## src/rtl/ipv4hf_pkg.sv

```systemverilog
// Package for the IPv4 header fragmenter: payload types, header constants,
// configuration register indexes and the fragment size helper.
// No dependencies.
package ipv4hf_pkg;

    // Datagram limits and header layout
    localparam int          MAX_DATAGRAM = 65535;
    localparam int          HDR_LEN      = 20;
    localparam int          IDX_W        = $clog2(HDR_LEN + 1);
    localparam logic [IDX_W-1:0] PAY_IDX = IDX_W'(HDR_LEN);

    localparam logic [7:0]  VER_IHL      = 8'h45;
    localparam logic [7:0]  TTL_DEFAULT  = 8'd64;
    localparam logic [15:0] DF_FLAG      = 16'h4000;
    localparam logic [15:0] MF_FLAG      = 16'h2000;
    localparam logic [15:0] MTU_RESET    = 16'd1500;
    localparam logic [15:0] MTU_MIN_SPLIT = 16'd28;
    localparam logic [15:0] TINY_FRAG    = 16'd8;

    // Configuration register indexes
    localparam int          CFG_IDX_W = 2;
    localparam logic [CFG_IDX_W-1:0] CFG_MTU    = 2'd0;
    localparam logic [CFG_IDX_W-1:0] CFG_SRC_IP = 2'd1;
    localparam logic [CFG_IDX_W-1:0] CFG_DST_IP = 2'd2;

    typedef struct packed {
        logic [7:0]  payload_byte;
        logic [15:0] segment_length;
        logic [7:0]  upper_protocol;
    } t_in_item;

    typedef struct packed {
        logic [7:0] out_byte;
        logic       fragment_end;
        logic       run_last;
        logic       oversize_error;
    } t_out_item;

    // One item's work handed from the control stage to the emitter
    typedef struct packed {
        logic        has_hdr;
        logic        err;
        logic [7:0]  data;
        logic        fend;
        logic [15:0] total;
        logic [15:0] ident;
        logic [15:0] flags;
        logic [7:0]  proto;
    } t_job;

    typedef struct packed {
        logic [31:0] src_ip;
        logic [31:0] dst_ip;
    } t_addr;

    // Payload bytes per fragment for a given MTU, multiple of 8
    function automatic logic [15:0] frag_size(input logic [15:0] mtu);
        logic [15:0] d;
        d = mtu - 16'(HDR_LEN);
        return (mtu >= MTU_MIN_SPLIT) ? {d[15:3], 3'b000} : TINY_FRAG;
    endfunction

endpackage

```

## src/rtl/ipv4_header_fragmenter_core.sv

```systemverilog
// Top level of the IPv4 header fragmenter: control stage feeding the
// header/payload emitter. Depends on ipv4hf_pkg, ipv4hf_ctrl, ipv4hf_emit.
//
//  channel  | handshake                 | payload
//  ---------+---------------------------+-------------------------------
//  input    | i_in_valid / o_in_ready   | i_in_data  (t_in_item)
//  output   | o_out_valid / i_out_ready | o_out_data (t_out_item)
//  config   | i_cfg_we (no wait)        | i_cfg_index, i_cfg_data
//
// A payload byte that continues a fragment gives one output transaction and
// the block takes one such byte per cycle while the output does not stall. A
// byte that opens a fragment gives 21 transactions, one per cycle while the
// output does not stall, set by the single output byte lane.
// Reset is synchronous, active low; it restores MTU 1500 and identifier 1.
// Output stalls back up through the emitter and the job register to o_in_ready.
module ipv4_header_fragmenter_core import ipv4hf_pkg::*; (
    input  logic                 i_clk,
    input  logic                 i_rst_n,
    input  logic                 i_cfg_we,
    input  logic [CFG_IDX_W-1:0] i_cfg_index,
    input  logic [31:0]          i_cfg_data,
    input  logic                 i_in_valid,
    output logic                 o_in_ready,
    input  t_in_item             i_in_data,
    output logic                 o_out_valid,
    input  logic                 i_out_ready,
    output t_out_item            o_out_data
);

    logic  job_valid, take;
    t_job  job;
    t_addr addr;

    // Decisions and segment state
    ipv4hf_ctrl u_ctrl (
        .i_clk       (i_clk),
        .i_rst_n     (i_rst_n),
        .i_cfg_we    (i_cfg_we),
        .i_cfg_index (i_cfg_index),
        .i_cfg_data  (i_cfg_data),
        .i_in_valid  (i_in_valid),
        .o_in_ready  (o_in_ready),
        .i_in_data   (i_in_data),
        .i_take      (take),
        .o_job_valid (job_valid),
        .o_job       (job),
        .o_addr      (addr)
    );

    // Header build and byte output
    ipv4hf_emit u_emit (
        .i_clk       (i_clk),
        .i_rst_n     (i_rst_n),
        .i_job_valid (job_valid),
        .i_job       (job),
        .i_addr      (addr),
        .o_take      (take),
        .o_out_valid (o_out_valid),
        .i_out_ready (i_out_ready),
        .o_out_data  (o_out_data)
    );

endmodule

```

## src/rtl/ipv4hf_ctrl.sv

```systemverilog
// Control stage: configuration registers, segment/fragment tracking and
// per-item decisions, registered into one job. Depends on ipv4hf_pkg.
module ipv4hf_ctrl import ipv4hf_pkg::*; (
    input  logic                 i_clk,
    input  logic                 i_rst_n,
    input  logic                 i_cfg_we,
    input  logic [CFG_IDX_W-1:0] i_cfg_index,
    input  logic [31:0]          i_cfg_data,
    input  logic                 i_in_valid,
    output logic                 o_in_ready,
    input  t_in_item             i_in_data,
    input  logic                 i_take,
    output logic                 o_job_valid,
    output t_job                 o_job,
    output t_addr                o_addr
);

    logic [15:0] r_mtu, r_fragsize;
    logic [31:0] r_src_ip, r_dst_ip;
    logic [15:0] r_ident_ctr, r_dgram_ident, r_pos, r_fill;
    logic        r_dropping;
    logic        r_job_valid;
    t_job        r_job;

    logic [15:0] len, remaining, fl, flags, ident;
    logic [16:0] len_hdr;
    logic        first, seg_end, oversize, drop, fragmenting, mf, fend, accept;
    t_job        n_job;

    assign o_in_ready  = !r_job_valid || i_take;
    assign accept      = i_in_valid && o_in_ready;
    assign o_job_valid = r_job_valid;
    assign o_job       = r_job;
    assign o_addr      = '{src_ip: r_src_ip, dst_ip: r_dst_ip};

    // Per-item decisions
    always_comb begin
        len      = (i_in_data.segment_length == 16'd0) ? 16'd1 : i_in_data.segment_length;
        len_hdr  = {1'b0, len} + 17'(HDR_LEN);
        first    = (r_pos == 16'd0);
        seg_end  = ({1'b0, r_pos} + 17'd1) >= {1'b0, len};
        oversize = len_hdr > 17'(MAX_DATAGRAM);
        drop     = first ? oversize : r_dropping;
        ident    = first ? r_ident_ctr : r_dgram_ident;
        fragmenting = {1'b0, r_mtu} < len_hdr;
        remaining   = (r_pos < len) ? (len - r_pos) : 16'd1;
        mf          = fragmenting && (remaining > r_fragsize);
        if (first && !fragmenting) begin
            flags = DF_FLAG;
            fl    = remaining;
        end else begin
            fl    = mf ? r_fragsize : remaining;
            flags = (mf ? MF_FLAG : 16'd0) | {3'b000, r_pos[15:3]};
        end
        fend = seg_end ||
               (fragmenting && (({1'b0, r_fill} + 17'd1) >= {1'b0, r_fragsize}));

        n_job.has_hdr = !drop && (r_fill == 16'd0);
        n_job.err     = drop;
        n_job.data    = drop ? 8'd0 : i_in_data.payload_byte;
        n_job.fend    = !drop && fend;
        n_job.total   = fl + 16'(HDR_LEN);
        n_job.ident   = ident;
        n_job.flags   = flags;
        n_job.proto   = i_in_data.upper_protocol;
    end

    // Configuration writes
    always_ff @(posedge i_clk) begin
        if (!i_rst_n) begin
            r_mtu      <= MTU_RESET;
            r_fragsize <= frag_size(MTU_RESET);
            r_src_ip   <= '0;
            r_dst_ip   <= '0;
        end else if (i_cfg_we) begin
            case (i_cfg_index)
                CFG_MTU: begin
                    r_mtu      <= i_cfg_data[15:0];
                    r_fragsize <= frag_size(i_cfg_data[15:0]);
                end
                CFG_SRC_IP: r_src_ip <= i_cfg_data;
                CFG_DST_IP: r_dst_ip <= i_cfg_data;
                default: ;
            endcase
        end
    end

    // Segment state and job valid
    always_ff @(posedge i_clk) begin
        if (!i_rst_n) begin
            r_ident_ctr   <= 16'd1;
            r_dgram_ident <= '0;
            r_pos         <= '0;
            r_fill        <= '0;
            r_dropping    <= 1'b0;
            r_job_valid   <= 1'b0;
        end else begin
            if (accept) begin
                r_dropping <= drop && !seg_end;
                r_pos      <= seg_end ? 16'd0 : r_pos + 16'd1;
                if (!drop) begin
                    r_dgram_ident <= ident;
                    if (r_fill == 16'd0) begin
                        r_ident_ctr <= r_ident_ctr + 16'd1;
                    end
                    r_fill <= (fend || seg_end) ? 16'd0 : r_fill + 16'd1;
                end else if (seg_end) begin
                    r_fill <= 16'd0;
                end
                // an item of a dropped segment past its first byte gives nothing
                r_job_valid <= !drop || first;
            end else if (i_take) begin
                r_job_valid <= 1'b0;
            end
        end
    end

    always_ff @(posedge i_clk) begin
        if (accept) begin
            r_job <= n_job;
        end
    end

endmodule

```

## src/rtl/ipv4hf_emit.sv

```systemverilog
// Emitter: computes the header checksum when it takes a job, then sends the
// 20 header bytes (only for a job that opens a fragment) and the payload byte through an output register.
// Depends on ipv4hf_pkg.
module ipv4hf_emit import ipv4hf_pkg::*; (
    input  logic      i_clk,
    input  logic      i_rst_n,
    input  logic      i_job_valid,
    input  t_job      i_job,
    input  t_addr     i_addr,
    output logic      o_take,
    output logic      o_out_valid,
    input  logic      i_out_ready,
    output t_out_item o_out_data
);

    logic [7:0]       r_hdr [HDR_LEN];
    logic [7:0]       r_data;
    logic             r_fend, r_err;
    logic [IDX_W-1:0] r_idx;
    logic             r_busy;
    logic             r_out_valid;
    t_out_item        r_out;

    logic [19:0] sum;
    logic [16:0] fold1;
    logic [15:0] fold2, csum;
    logic [7:0]  n_hdr [HDR_LEN];
    logic        out_free, last_now;
    t_out_item   n_out;

    assign out_free    = !r_out_valid || i_out_ready;
    assign last_now    = r_busy && out_free && (r_idx == PAY_IDX);
    assign o_take      = i_job_valid && (!r_busy || last_now);
    assign o_out_valid = r_out_valid;
    assign o_out_data  = r_out;

    // Ones'-complement header checksum, folded twice
    always_comb begin
        sum = 20'({VER_IHL, 8'h00}) + 20'(i_job.total) + 20'(i_job.ident)
            + 20'(i_job.flags) + 20'({TTL_DEFAULT, i_job.proto})
            + 20'(i_addr.src_ip[31:16]) + 20'(i_addr.src_ip[15:0])
            + 20'(i_addr.dst_ip[31:16]) + 20'(i_addr.dst_ip[15:0]);
        fold1 = 17'(sum[15:0]) + 17'(sum[19:16]);
        fold2 = fold1[15:0] + 16'(fold1[16]);
        csum  = ~fold2;
    end

    // Header bytes in transmit order
    always_comb begin
        n_hdr[0]  = VER_IHL;
        n_hdr[1]  = 8'h00;
        n_hdr[2]  = i_job.total[15:8];
        n_hdr[3]  = i_job.total[7:0];
        n_hdr[4]  = i_job.ident[15:8];
        n_hdr[5]  = i_job.ident[7:0];
        n_hdr[6]  = i_job.flags[15:8];
        n_hdr[7]  = i_job.flags[7:0];
        n_hdr[8]  = TTL_DEFAULT;
        n_hdr[9]  = i_job.proto;
        n_hdr[10] = csum[15:8];
        n_hdr[11] = csum[7:0];
        n_hdr[12] = i_addr.src_ip[31:24];
        n_hdr[13] = i_addr.src_ip[23:16];
        n_hdr[14] = i_addr.src_ip[15:8];
        n_hdr[15] = i_addr.src_ip[7:0];
        n_hdr[16] = i_addr.dst_ip[31:24];
        n_hdr[17] = i_addr.dst_ip[23:16];
        n_hdr[18] = i_addr.dst_ip[15:8];
        n_hdr[19] = i_addr.dst_ip[7:0];
    end

    // Next result transaction
    always_comb begin
        if (r_idx == PAY_IDX) begin
            n_out = '{out_byte: r_data, fragment_end: r_fend, run_last: 1'b1,
                      oversize_error: r_err};
        end else begin
            n_out = '{out_byte: r_hdr[r_idx], fragment_end: 1'b0, run_last: 1'b0,
                      oversize_error: 1'b0};
        end
    end

    // Sequencer and output valid
    always_ff @(posedge i_clk) begin
        if (!i_rst_n) begin
            r_busy      <= 1'b0;
            r_idx       <= '0;
            r_out_valid <= 1'b0;
        end else begin
            if (out_free) begin
                r_out_valid <= r_busy;
            end
            if (o_take) begin
                r_busy <= 1'b1;
                r_idx  <= i_job.has_hdr ? '0 : PAY_IDX;
            end else if (last_now) begin
                r_busy <= 1'b0;
            end else if (r_busy && out_free) begin
                r_idx <= r_idx + 1'b1;
            end
        end
    end

    // Payload registers
    always_ff @(posedge i_clk) begin
        if (out_free && r_busy) begin
            r_out <= n_out;
        end
        if (o_take) begin
            r_hdr  <= n_hdr;
            r_data <= i_job.data;
            r_fend <= i_job.fend;
            r_err  <= i_job.err;
        end
    end

endmodule
```

## config.mk

```make
export PLATFORM = sky130hd
export DESIGN_NAME = ipv4_header_fragmenter_core
export DESIGN_NICKNAME = d
export VERILOG_FILES = /design/src/rtl/ipv4hf_pkg.sv /design/src/rtl/ipv4_header_fragmenter_core.sv /design/src/rtl/ipv4hf_ctrl.sv /design/src/rtl/ipv4hf_emit.sv
export SDC_FILE = /design/constraint.sdc
export NUM_CORES = 1
export LEC_CHECK = 0
export ABC_AREA = 1
export ABC_CLOCK_PERIOD_IN_PS = 15350
export BUFFER_PORTS_ARGS = -buffer_cell sky130_fd_sc_hd__buf_2
export CAP_MARGIN = 40
export CORE_MARGIN = 10
export CORE_UTILIZATION = 55
export CTS_CLUSTER_DIAMETER = 120
export DETAILED_ROUTE_END_ITERATION = 16
export MAX_ROUTING_LAYER = met4
export PLACE_DENSITY = 0.8
export SKIP_LAST_GASP = 1
export SLEW_MARGIN = 40
export SYNTH_ARGS = -nofsm -noshare
export SYNTH_HDL_FRONTEND = slang
export SYNTH_SLANG_ARGS = --single-unit
```

## constraint.sdc

```tcl
create_clock -name i_clk -period 15.35 [get_ports i_clk]
set_input_delay 1.535 -clock i_clk [delete_from_list [all_inputs] [get_ports i_clk]]
set_output_delay 1.535 -clock i_clk [all_outputs]
set_load 0.02 [all_outputs]
```

# After elaboration in Yosys (flattened, before gate mapping)
# Index checks and enable logic that the tools add are counted.
[word_totals]
register_bits = 393
input_bits = 71
out_inout_bits = 13
elab_cells = 142
[op_classes]
n_addsub = 20
order_cmp = 8
n_eq_ne = 5
muxes = 24
bitwise = 4
reduce_logical = 36
[ops]
columns = ["op", "count"]
rows = [
  ["$mux W16", 10],
  ["$add A20 B16 Y20", 6],
  ["$add A16 B1 Y16 const B", 3],
  ["$logic_not A16 Y1", 3],
  ["$bmux W8 S5", 1],
  ["$add A16 B1 Y17 const B", 2],
  ["$ge A17 B16 Y1", 2],
  ["$add A20 B15 Y20", 1],
  ["$mux W5", 4],
  ["$add A15 B16 Y17 const A", 1],
  ["$add A16 B4 Y17", 1],
  ["$add A16 B5 Y17 const B", 1],
  ["$gt A17 B16 Y1 const B", 1],
  ["$lt A16 B17 Y1", 1],
  ["$add A16 B1 Y16", 1],
  ["$add A16 B5 Y16 const B", 1],
  ["$ge A16 B5 Y1 const B", 1],
  ["$gt A16 B16 Y1", 1],
  ["$lt A16 B16 Y1", 1],
  ["$mux W8", 2],
  ["$not A16 Y16", 1],
  ["$or A16 B13 Y16", 1],
  ["$sub A16 B16 Y16", 1],
  ["$sub A16 B5 Y16 const B", 1],
  ["other kinds (19)", 49],
]

# Depth between registers and ports, before layout
# Gate-level depths: netlist (run 1).
[logic_depth]
word_depth = 11
ltp_mapped = 46
ltp_nobuf = 46

# Cells and area by module
# A second synthesis (run 1) with hierarchy kept.
[hier_totals]
hier_cells = 2752
area_unflattened_um2 = 23465.0
[modules_own_cells]
columns = ["module", "n_inst", "cells_per_inst", "area_per_inst_um2", "seq_area_each_um2"]
rows = [
  ["ipv4hf_ctrl", 1, 1680, 12796.0, 5165.0],
  ["ipv4hf_emit", 1, 1072, 10669.0, 4854.7],
]

# Least setup slack after synthesis (run 1)
# OpenSTA, ideal clock, no wires.
[synth_path]
kind = "input to register"
start = "input i_out_ready"
end = "register u_emit.r_idx[2]"
setup_ps = 74
t_arrival_ps = 9464
setup_slack_ps = 5811
stages = 9
cell_sequence = "inv_1 > nand2_1 > inv_1 > o21ai_1 > inv_1 > nor2_1 > inv_1 > or2_2 > a31oi_1"
[synth_between]
elab_chain_cells = 7
word_cells_on_any_way = 9
cone_classes = "1 x eq/ne; 1 x mux; 7 x reduce/logical"
[synth_lines]
columns = ["element", "line_no", "text"]
rows = [
  ["from (decl)", "ipv4_header_fragmenter_core.sv:26", "input logic i_out_ready,"],
  ["$logic_or A1 B1 Y1 *", "ipv4hf_emit.sv:31", "assign out_free = !r_out_valid || i_out_ready;"],
  ["$logic_and A1 B1 Y1 * (2 in series)", "ipv4hf_emit.sv:32", "assign last_now = r_busy && out_free && (r_idx == PAY_IDX);"],
  ["$logic_or A1 B1 Y1 *", "ipv4hf_emit.sv:33", "assign o_take = i_job_valid && (!r_busy || last_now);"],
  ["$logic_and A1 B1 Y1 *", "ipv4hf_emit.sv:33", ""],
  ["named net take", "ipv4_header_fragmenter_core.sv:30", "logic job_valid, take;"],
  ["$ne A2 B2 Y1 (no source line) or $reduce_bool A2 Y1 (tied branches)", "n/a", ""],
  ["$reduce_and A2 Y1 (no source line)", "n/a", ""],
  ["to (signal assigned)", "ipv4hf_emit.sv:95", "r_idx <= i_job.has_hdr ? '0 : PAY_IDX;"],
  ["to (signal assigned)", "ipv4hf_emit.sv:99", "r_idx <= r_idx + 1'b1;"],
  ["to (decl)", "ipv4hf_emit.sv:19", "logic [IDX_W-1:0] r_idx;"],
]
# Mark *: on every way through the listed nets, which the timed path passes. The rest lies on a longest branch.
# A chain may end at the register's enable or synchronous reset.

# Worst setup path in the final report (run 1)
[layout_path]
start = "register u_ctrl.r_job (netlist bit u_ctrl.o_job[48])"
end = "register u_emit.r_hdr[78] (netlist bit) (data pin)"
[layout_between]
elab_chain_cells = 11
[layout_lines]
columns = ["element", "line_no", "text"]
rows = [
  ["from (decl)", "ipv4hf_ctrl.sv:23", "t_job r_job;"],
  ["from (signal assigned)", "ipv4hf_ctrl.sv:120", "r_job <= n_job;"],
  ["$add A15 B16 Y17", "ipv4hf_emit.sv:39", "sum = 20'({VER_IHL, 8'h00}) + 20'(i_job.total) + 20'(i_job.ident)"],
  ["$add A20 B16 Y20", "ipv4hf_emit.sv:39", ""],
  ["$add A20 B16 Y20", "ipv4hf_emit.sv:40", "+ 20'(i_job.flags) + 20'({TTL_DEFAULT, i_job.proto})"],
  ["$add A20 B15 Y20", "ipv4hf_emit.sv:40", ""],
  ["$add A20 B16 Y20 (2 in series)", "ipv4hf_emit.sv:41", "+ 20'(i_addr.src_ip[31:16]) + 20'(i_addr.src_ip[15:0])"],
  ["$add A20 B16 Y20 (2 in series)", "ipv4hf_emit.sv:42", "+ 20'(i_addr.dst_ip[31:16]) + 20'(i_addr.dst_ip[15:0]);"],
  ["$add A16 B4 Y17", "ipv4hf_emit.sv:43", "fold1 = 17'(sum[15:0]) + 17'(sum[19:16]);"],
  ["$add A16 B1 Y16", "ipv4hf_emit.sv:44", "fold2 = fold1[15:0] + 16'(fold1[16]);"],
  ["$not A16 Y16", "ipv4hf_emit.sv:45", "csum = ~fold2;"],
  ["named net u_emit.csum[14]", "ipv4hf_emit.sv:26", "logic [15:0] fold2, csum;"],
  ["to (signal assigned)", "ipv4hf_emit.sv:110", "r_hdr <= n_hdr;"],
  ["to (decl)", "ipv4hf_emit.sv:16", "logic [7:0] r_hdr [HDR_LEN];"],
]
# The timed path passes the listed nets, and every way through them passes these cells.

==> results.yml, run 1 <==
timing:
  finalWorstSetupSlack_ps: 6440
  hold_viol: 0
  fin_tns_setup_ps: 0
  setup_violations: 0
  worst_slew_pin_slew_ps: 863
  slew_headroom: 0.419
  skew_ps: 17.8
  fin_crit_ps: 8910
  rsz0062_at_grt: "false"
  post-route-period-util: 0.580
  slew_violations: 0
  max_freq_mhz: 112
worst_setup_path:
  crit_path_max_incr_delay_ps: 550
  rr_worst_depth: 42
  critPathKind: "register to register"
  start_kind: "register"
  crit_slowest_cell: "fa_1"
  cp.arrival_ps: 9210
  worstSetupEndpointType: "register"
  cp.required_ps: 15660
  cp_max_fo: 5
  cpMostUsedCell: "inv_1"
drt:
  avgRoutedWirePerCell_um: 20.5
  drc: 0
  routed_wl_mm: 66.6
  first_pass_iters: 7
  postRouteAntennaNets: 0
  vias: 18642
  drt-vias-per-instance: 5.74
  drtIter0Drc: 1958
logic_synthesis:
  synth-edff-count: 222
  yosysTopAreaCell: "edfxtp_1"
  ys_types: 56
  synth_area_um2: 22900
  postSynthCellCount: 2642
  synth_area_leaders: "edfxtp_1 (29%), dfxtp_1 (15%), fa_1 (7.7%)"
  yosysSeqAreaShare: 0.436
  ys.flop_type: "edfxtp_1"
  yosysWarnings: 0
  synth.avg_cell_area_um2: 8.67
  synth-async-reset-ratio: 0
  syn-num-nets: 2924
  yosys.area.top_type_share: 0.291
  synth-seq-cells: 388
global_routing:
  grt_first_pass_wirelength_mm: 103
  grt_pass1_vias: 18188
  grt.overflow.total: 0
  grt_max_degree: 94
  antenna_found_initial: 0
  track_usage: 0.271
hold_path:
  min_delay_path_depth: 0
  hp-class: "register to register"
floorplanning:
  coreArea_um2: 41000
  fp.dieW_um: 224
  initial_core_util: 0.558
  dieArea_um2: 50200
  die_y_um: 224
  num_rows: 74
  num_io_pins: 84
clock_network:
  clk_latency_ps: 550
  ctsResizeCount: 0
  clock-sinks: 388
  cts_made_buffers: 40
  ctsHoldBuffers: 0
  root_buffer: "clkbuf_16"
  cts.reportedPaths.clkPinSlew_ps: 70
  postCtsSetupRepairBufs: 0
  h-tree-depth: 2
  clockBufferDepth: 3
  tritoncts: "done"
power:
  power.total_uw: 4500
  p_leak_uw: 0.0106
  ir_drop_v: 0.000152
  power_density_nw_per_um2: 179
final_layout:
  fillers: 3388
  utilization: 0.612
  ff_latch_area_um2: 9990
  n_antenna_cell: 0
  drive_gt1_frac: 0.0814
  area_growth_pct: 9.61
  design_area_um2: 25100
  multi_input_area_um2: 11000
  final_nets: 2964
place:
  place.gp.congestion: 1.04
  numPortBuffers: 83
  preCtsSetupSlack_ps: 6470
  place_area_um2: 23700
  dp_hpwl_mm: 50.9
run_status:
  status: "complete, no violations"
flow_run:
  drv_cap: 0
[path summary, 6_finish.rpt]
check,from,to,slack (ps)
max,u_ctrl.o_job[48],u_emit.r_hdr[78],6440
min,u_ctrl.o_job[65],u_emit.r_err,420
max reg2reg,u_ctrl.o_job[48],u_emit.r_hdr[78],6440
min reg2reg,u_ctrl.o_job[65],u_emit.r_err,420
[cell type report]
cell class              instances  area share
flip-flops and latches        388       0.398
inverters                     416      0.0623
repair buffers                 99      0.0218
multi-input cells            1737       0.437
clock buffers                  60      0.0473
clock inverters                14     0.00673
well taps                     532      0.0265
[synthesized netlist by cell type, types with 4 or more instances]
library cell,instances
nor3_1,39
edfxtp_1,222
clkbuf_1,91
inv_2,5
a22oi_1,20
o221ai_1,7
a21o_1,6
o21bai_1,7
a211oi_1,4
inv_1,407
nand2_2,8
nor2_4,5
buf_2,6
nand4_1,66
nand3b_1,5
a21oi_1,196
nand2_1,445
nor2_1,226
or2_2,9
nand3_1,128
o211ai_1,14
a31oi_1,9
o21ai_2,4
dfxtp_1,166
o21ai_1,9
nor4_1,14
nor2_2,7
o21ai_0,177
ha_1,123
xnor2_1,18
xor2_1,71
clkinv_1,4
fa_1,88
[metrics by stage]
step                      hold WS, ps  std cells
after floorplan                   400       2642
after global placement            404       3172
after detailed placement          405       3172
after CTS                         419       3246
after global routing              420       3246
final                             418       3246
[per-layer routing]
layer / GRT usage / wire length, um / share of wire
met1: 0.328 / 26000 / 0.39
met2: 0.438 / 31800 / 0.48
met3: 0.0346 / 4950 / 0.074
met4: 0.144 / 3880 / 0.058
met5: - / 0 / 0
[critical path, delay by kind of cell, from the launching register on]
kind / cells / cell delay, ps
buffers and inverters: 6 / 380
AND/OR/NAND/NOR: 20 / 2940
adder cells (fa/ha/maj): 10 / 3810
flip-flops: 1 / 440
XOR/XNOR: 1 / 210
AO/OA/AOI/OAI: 5 / 890
[sequential cells by signal (all words and copies together), names as in the netlist]
register	flops
u_ctrl.o_job	66
u_ctrl.o_job_valid	1
u_ctrl.r_dgram_ident	16
u_ctrl.r_dropping	1
u_ctrl.r_dst_ip	32
u_ctrl.r_fill	16
u_ctrl.r_fragsize	13
u_ctrl.r_ident_ctr	16
u_ctrl.r_mtu	16
u_ctrl.r_pos	16
u_ctrl.r_src_ip	32
u_emit.o_out_data	11
u_emit.o_out_valid	1
u_emit.r_busy	1
u_emit.r_data	8
u_emit.r_err	1
u_emit.r_fend	1
u_emit.r_hdr	135
u_emit.r_idx	5
[power by group]
part,internal (uW),switching (uW)
combinational,704,1480
clock,591,417
sequential,1250,56.4
total,2550,1950
[cells in the final DEF, fill, tap and decap left out, types with 5 or more instances in the layout]
cell type,synthesis,routed
clkbuf_1,91,11
edfxtp_1,222,222
nand2_1,445,444
o21ai_1,9,9
nor4_1,14,13
nor2_2,7,9
dfxtp_1,166,166
nand4_1,66,66
nand3b_1,5,5
nand2_2,8,9
nor3_1,39,38
a22oi_1,20,20
o211ai_1,14,14
ha_1,123,123
o21ai_0,177,177
nor2_4,5,7
clkinv_2,0,5
buf_4,2,13
xnor2_1,18,18
a31oi_1,9,9
clkbuf_16,0,43
nor2_1,226,222
a21o_1,6,6
fa_1,88,88
xor2_1,71,71
o21bai_1,7,7
o221ai_1,7,7
inv_2,5,6
or2_2,9,9
a21oi_1,196,196
nand3_1,128,127
inv_1,407,405
buf_2,6,83
[logic make-up after synthesis]
group / after synthesis / share of synthesized area
XOR/XNOR: 91 / 0.0360
flip-flops: 388 / 0.436
buffers and inverters: 517 / 0.0861
AO/OA/AOI/OAI: 470 / 0.114
adder cells (fa/ha/maj): 211 / 0.144
AND/OR/NAND/NOR: 965 / 0.184
(Power assumes the default switching activity.)
==> run 2: changes to the inputs <==
--- a/config.mk
+++ b/config.mk
@@ -6,7 +6,7 @@
 export NUM_CORES = 1
 export LEC_CHECK = 0
 export ABC_AREA = 1
-export ABC_CLOCK_PERIOD_IN_PS = 15350
+export ABC_CLOCK_PERIOD_IN_PS = 9210
 export BUFFER_PORTS_ARGS = -buffer_cell sky130_fd_sc_hd__buf_2
 export CAP_MARGIN = 40
 export CORE_MARGIN = 10
==> constraint.sdc (replaced) <==
create_clock -name i_clk -period 9.21 [get_ports i_clk]
set_input_delay 0.921 -clock i_clk [delete_from_list [all_inputs] [get_ports i_clk]]
set_output_delay 0.921 -clock i_clk [all_outputs]
set_load 0.02 [all_outputs]
==> run 2 against run 1 <==
Total power grew 66%. Utilization is essentially flat. Combinational power grew 70%. Worst hold slack lost 3.5 ps. Critical path depth shrank 1. Critical path type unchanged. Critical endpoint is now u_emit.r_hdr[77]. Largest cell class unchanged.
==> results.yml, run 2 (same netlist as run 1, synthesis figures left out) <==
run_status:
  status: "complete, no violations"
timing:
  slew_violations: 0
  slew_headroom: 0.388
  hold_ws_ps: 414
  setup_violations: 0
  max_freq_mhz: 116
  hold_viol: 0
  skew_ps: 32.7
  worst_slew_pin_slew_ps: 908
  post-route-period-util: 0.933
  finalWorstSetupSlack_ps: 620
  fin_crit_ps: 8590
final_layout:
  drive_gt1_frac: 0.0833
  area_growth_pct: 9.60
  utilization: 0.612
  largest_register_ffs: 135
  final_nets: 2965
  mostFrequentLayoutCell: "nand2_1"
  regMostFlops: "u_emit.r_hdr"
  final_cells: 3246
  n_antenna_cell: 0
  final_cell_mix: "nand2_1 (444), inv_1 (405), nor2_1 (223), edfxtp_1 (222), a21oi_1 (194)"
clock_network:
  cts.reportedPaths.clkPinSlew_ps: 60
  clk_latency_ps: 550
  tritoncts: "done"
  clock-sinks: 388
  ctsHoldBuffers: 0
  cts_made_buffers: 40
  h-tree-depth: 2
  clockBufferDepth: 3
  root_buffer: "clkbuf_16"
floorplanning:
  coreArea_um2: 41000
  dieArea_um2: 50200
  die_y_um: 224
  fp.dieW_um: 224
  num_rows: 74
  num_io_pins: 84
  initial_core_util: 0.558
worst_setup_path:
  r2r_start: "u_ctrl.o_job[48]"
  crit_slowest_cell: "fa_1"
  cp.arrival_ps: 8890
  cp_max_fo: 5
  worstSetupEndpointType: "register"
  critPathKind: "register to register"
  cp_top_family: "adder cells"
  start_kind: "register"
  crit_start: "u_ctrl.o_job[48]"
  crit_path_max_incr_delay_ps: 540
  crit_buf_inv: 6
  cp.required_ps: 9510
global_routing:
  grt_max_degree: 94
  grt.overflow.total: 0
  grt_pass1_vias: 18160
  track_usage: 0.266
  antenna_found_initial: 1
  grt_first_pass_wirelength_mm: 101
drt:
  drt-vias-per-instance: 5.73
  postRouteAntennaNets: 0
  vias: 18592
  drtIter0Drc: 2077
  avgRoutedWirePerCell_um: 20.4
  first_pass_iters: 6
  routed_wl_mm: 66.3
  drc: 0
flow_run:
  drv_cap: 0
place:
  place.gp.congestion: 1.01
  numPortBuffers: 83
  preCtsSetupSlack_ps: 429
  dpl.cell_count: 3172
  dp_hpwl_mm: 50.9
power:
  ir_drop_v: 0.000302
  p_leak_uw: 0.0106
  power.total_uw: 7470
  power_density_nw_per_um2: 298
hold_path:
  hp-class: "register to register"
  hp-start: "u_ctrl.o_job[65]"
-- run 2: cell types whose count changed in the layout (fill, tap and decap cells not counted), moves of 2 or more --
| cell | delta |
|---|---|
| a21oi_1 | -2 |
| a21oi_2 | +2 |
| clkbuf_16 | -2 |
| clkinv_2 | +2 |
| ha_1 | -2 |
| ha_2 | +2 |
| nor3_1 | -2 |
-- run 2: stage by stage --
stage | instance area, um^2 | TNS [ps]
4_1_cts | 25000 | 0
3_3_place_gp | 23700 | 0
5_1_grt | 25100 | -115
3_5_place_dp | 23700 | 0
2_1_floorplan | 22900 | 0
6_report | 25100 | 0
-- run 2: path summary, 6_finish.rpt --
check                     end  depth (start not counted)  slack [ps]
max          u_emit.r_hdr[77]                         41         620
min              u_emit.r_err                          0         410
max reg2reg  u_emit.r_hdr[77]                         41         620
min reg2reg      u_emit.r_err                          0         410
-- run 2: power breakdown --
group          total [uW]  internal (uW)  switching [uW]
Sequential           2170           2080            89.0
Combinational        3710           1190            2520
Clock                1590            919             670
-- run 2: final cells by class --
class | instances | area (um^2)
fillers | 3409 | 15900
multi-input cells | 1737 | 11000
flip-flops and latches | 388 | 9990
inverters | 416 | 1560
clock buffers | 58 | 1130
well taps | 532 | 666
repair buffers | 100 | 578
clock inverters | 15 | 153
-- run 2: layer usage --
metal  GRT usage  vias to the layer above  wire length [um]
li1            -                     8826                 -
met1       0.319                     8780             26100
met2       0.434                      810             31600
met3      0.0312                      176              4750
met4       0.145                        0              3910
met5           -                        -                 0
-- run 2: what timing repair did --
| item | CTS | global route |
|---|---|---|
| setup endpoints to repair | 0 | 7 |
| gates resized for setup | 0 | 10 |
| setup buffers | 0 | 1 |
==> run 3: changes to the inputs <==
--- a/config.mk
+++ b/config.mk
@@ -5,7 +5,6 @@
 export SDC_FILE = /design/constraint.sdc
 export NUM_CORES = 1
 export LEC_CHECK = 0
-export ABC_AREA = 1
 export ABC_CLOCK_PERIOD_IN_PS = 9210
 export BUFFER_PORTS_ARGS = -buffer_cell sky130_fd_sc_hd__buf_2
 export CAP_MARGIN = 40
@@ -14,7 +13,7 @@
 export CTS_CLUSTER_DIAMETER = 120
 export DETAILED_ROUTE_END_ITERATION = 16
 export MAX_ROUTING_LAYER = met4
-export PLACE_DENSITY = 0.8
+export PLACE_DENSITY = 0.72
 export SKIP_LAST_GASP = 1
 export SLEW_MARGIN = 40
 export SYNTH_ARGS = -nofsm -noshare
==> run 3 against run 2 <==
Register-to-register slack improved by 450 ps. Critical path depth fell by 8. Via count fell by 13%. Largest cell class unchanged. Synthesized cell count fell by 19%. Worst hold slack improved by 3.0 ps. Worst setup slack improved by 450 ps. Synthesized area fell by 1.0%. Largest power group unchanged. Sequential share of layout area rose by 0.37 points. Flip-flop and latch count did not move. Total power fell by 18%. Combinational power fell by 38%.
==> results.yml, run 3 <==
worst_setup_path:
  crit_path_max_incr_delay_ps: 550
  cp_max_fo: 8
  start_kind: "register"
  crit_slowest_cell: "fa_1"
  cp.arrival_ps: 8470
  cp_top_family: "adder cells"
  cpMostUsedCell: "ha_1"
  worstSetupEndpointType: "register"
  cp.required_ps: 9530
  critPathKind: "register to register"
  crit_buf_inv: 2
clock_network:
  tritoncts: "done"
  cts.reportedPaths.clkPinSlew_ps: 60
  root_buffer: "clkbuf_16"
  postCtsSetupRepairBufs: 0
  ctsHoldBuffers: 0
  cts_made_buffers: 42
  clock-sinks: 388
  h-tree-depth: 2
  clockBufferDepth: 3
  ctsResizeCount: 0
  clk_latency_ps: 590
final_layout:
  area_growth_pct: 9.70
  regMostFlops: "u_emit.r_hdr"
  drive_gt1_frac: 0.113
  final_nets: 2466
  mostFrequentLayoutCell: "nand2_1"
  fillers: 3386
  largest_register_ffs: 135
  final_cell_mix: "nand2_1 (273), edfxtp_1 (222), inv_1 (199), dfxtp_1 (164), ha_1 (123)"
  design_area_um2: 24900
  n_antenna_cell: 0
timing:
  finalWorstSetupSlack_ps: 1070
  slew_violations: 0
  hold_viol: 0
  rsz0062_at_grt: "false"
  skew_ps: 19.8
  max_freq_mhz: 123
  post-route-period-util: 0.884
  worst_slew_pin_slew_ps: 849
  slew_headroom: 0.434
  setup_violations: 0
  fin_crit_ps: 8140
  fin_tns_setup_ps: 0
floorplanning:
  coreArea_um2: 40800
  die_y_um: 223
  fp.dieW_um: 223
  initial_core_util: 0.555
  num_io_pins: 84
  num_rows: 74
  dieArea_um2: 49700
place:
  preCtsSetupSlack_ps: 1100
  place_area_um2: 23500
  place.gp.congestion: 0.944
  numPortBuffers: 83
  dp_hpwl_mm: 47.4
power:
  switching_share: 0.355
  power_switching_uw: 2180
  power_density_nw_per_um2: 247
  ir_drop_v: 0.000171
  power.internal_uw: 3960
  p_seq_frac: 0.346
  p_leak_uw: 0.00962
  p_clk_frac: 0.281
  power_frac_comb: 0.373
drt:
  avgRoutedWirePerCell_um: 22.9
  drc: 0
  first_pass_iters: 5
  vias: 16125
  drt-vias-per-instance: 5.87
  drtIter0Drc: 1488
  routed_wl_mm: 62.8
  postRouteAntennaNets: 0
logic_synthesis:
  synth_most_common_cell: "nand2_1"
  synth_compound_area_frac: 0.112
  synth-xor-area-share: 0.0514
  synth_fa_ha_area_frac: 0.146
  yosysWarnings: 0
  ys_types: 85
  syn-num-nets: 2435
  yosysSeqAreaShare: 0.441
  ys.flop_type: "edfxtp_1"
  synth.avg_cell_area_um2: 10.5
  synthMuxAreaShare: 0.0539
  synth-seq-cells: 388
  postSynthCellCount: 2153
  synthSimpleGateAreaFrac: 0.143
  synth-async-reset-ratio: 0
  yosys.area.top_type_share: 0.294
  synth_top_family_by_area: "adder cells"
  synth-edff-count: 222
  yosysTopAreaCell: "edfxtp_1"
  synth_top_cells_by_count: "nand2_1 (273), edfxtp_1 (222), inv_1 (200)"
  synth_area_um2: 22700
  synth_area_leaders: "edfxtp_1 (29%), dfxtp_1 (15%), fa_1 (7.8%)"
hold_path:
  hp-class: "register to register"
run_status:
  status: "complete, no violations"
global_routing:
  track_usage: 0.257
  grt.overflow.total: 0
  grt_pass1_vias: 16338
  antenna_found_initial: 1
  grt_first_pass_wirelength_mm: 96.3
  grt_max_degree: 120
flow_run:
  drv_cap: 0
## run 3: worst paths after layout
kind	startpoint	to	slack, ps	cells past startpoint
max	u_ctrl.o_job[48]	u_emit.r_hdr[78]	1070	33
min	u_ctrl.o_job[60]	u_emit.r_data[3]	420	0
max reg2reg	u_ctrl.o_job[48]	u_emit.r_hdr[78]	1070	33
min reg2reg	u_ctrl.o_job[60]	u_emit.r_data[3]	420	0
## run 3: layer usage
metal,GRT usage,part of all wire
met1,0.324,0.42
met2,0.416,0.48
met3,0.0297,0.055
met4,0.104,0.042
met5,-,0
## run 3: cell type report
class,count,area (um^2),share of cell area
well taps,532,666,0.0268
clock buffers,59,1150,0.0464
multi-input cells,1451,11500,0.463
flip-flops and latches,388,9990,0.402
repair buffers,97,531,0.0213
clock inverters,18,244,0.00981
inverters,204,776,0.0312
## run 3: cells by family after synthesis
| logic type | count (synthesis) |
|---|---|
| AND/OR/NAND/NOR | 651 |
| flip-flops | 388 |
| AO/OA/AOI/OAI | 369 |
| buffers and inverters | 314 |
| adder cells (fa/ha/maj) | 211 |
| XOR/XNOR | 133 |
| multiplexers | 87 |
## run 3: worst reg2reg max path, delay by kind of cell, from the launching register on
family          cells  cell delay (ps)
flops               1              440
simple gates        8             1410
compound gates     11             2060
xor+xnor            3              420
buf+inv             2              110
fa+ha+maj           9             3450
## run 3: per-stage QoR
step	total power [uW]	utilization	hold slack [ps]	cells
after floorplan	3830	-	400	2153
after global placement	4390	0.574	405	2672
after detailed placement	4420	0.575	407	2672
after CTS	6140	0.609	417	2749
after global routing	6460	0.609	421	2749
final	6140	0.609	417	2749
## run 3: power by group through the flow
| stage | combinational [uW] | clock [uW] | sequential (uW) |
|---|---|---|---|
| 2_1_floorplan | 1710 | 0 | 2120 |
| 4_1_cts | 2270 | 1750 | 2120 |
| 5_1_grt | 2520 | 1810 | 2130 |
| 3_3_place_gp | 2240 | 0 | 2160 |
| 6_report | 2290 | 1720 | 2120 |
| 3_5_place_dp | 2260 | 0 | 2160 |
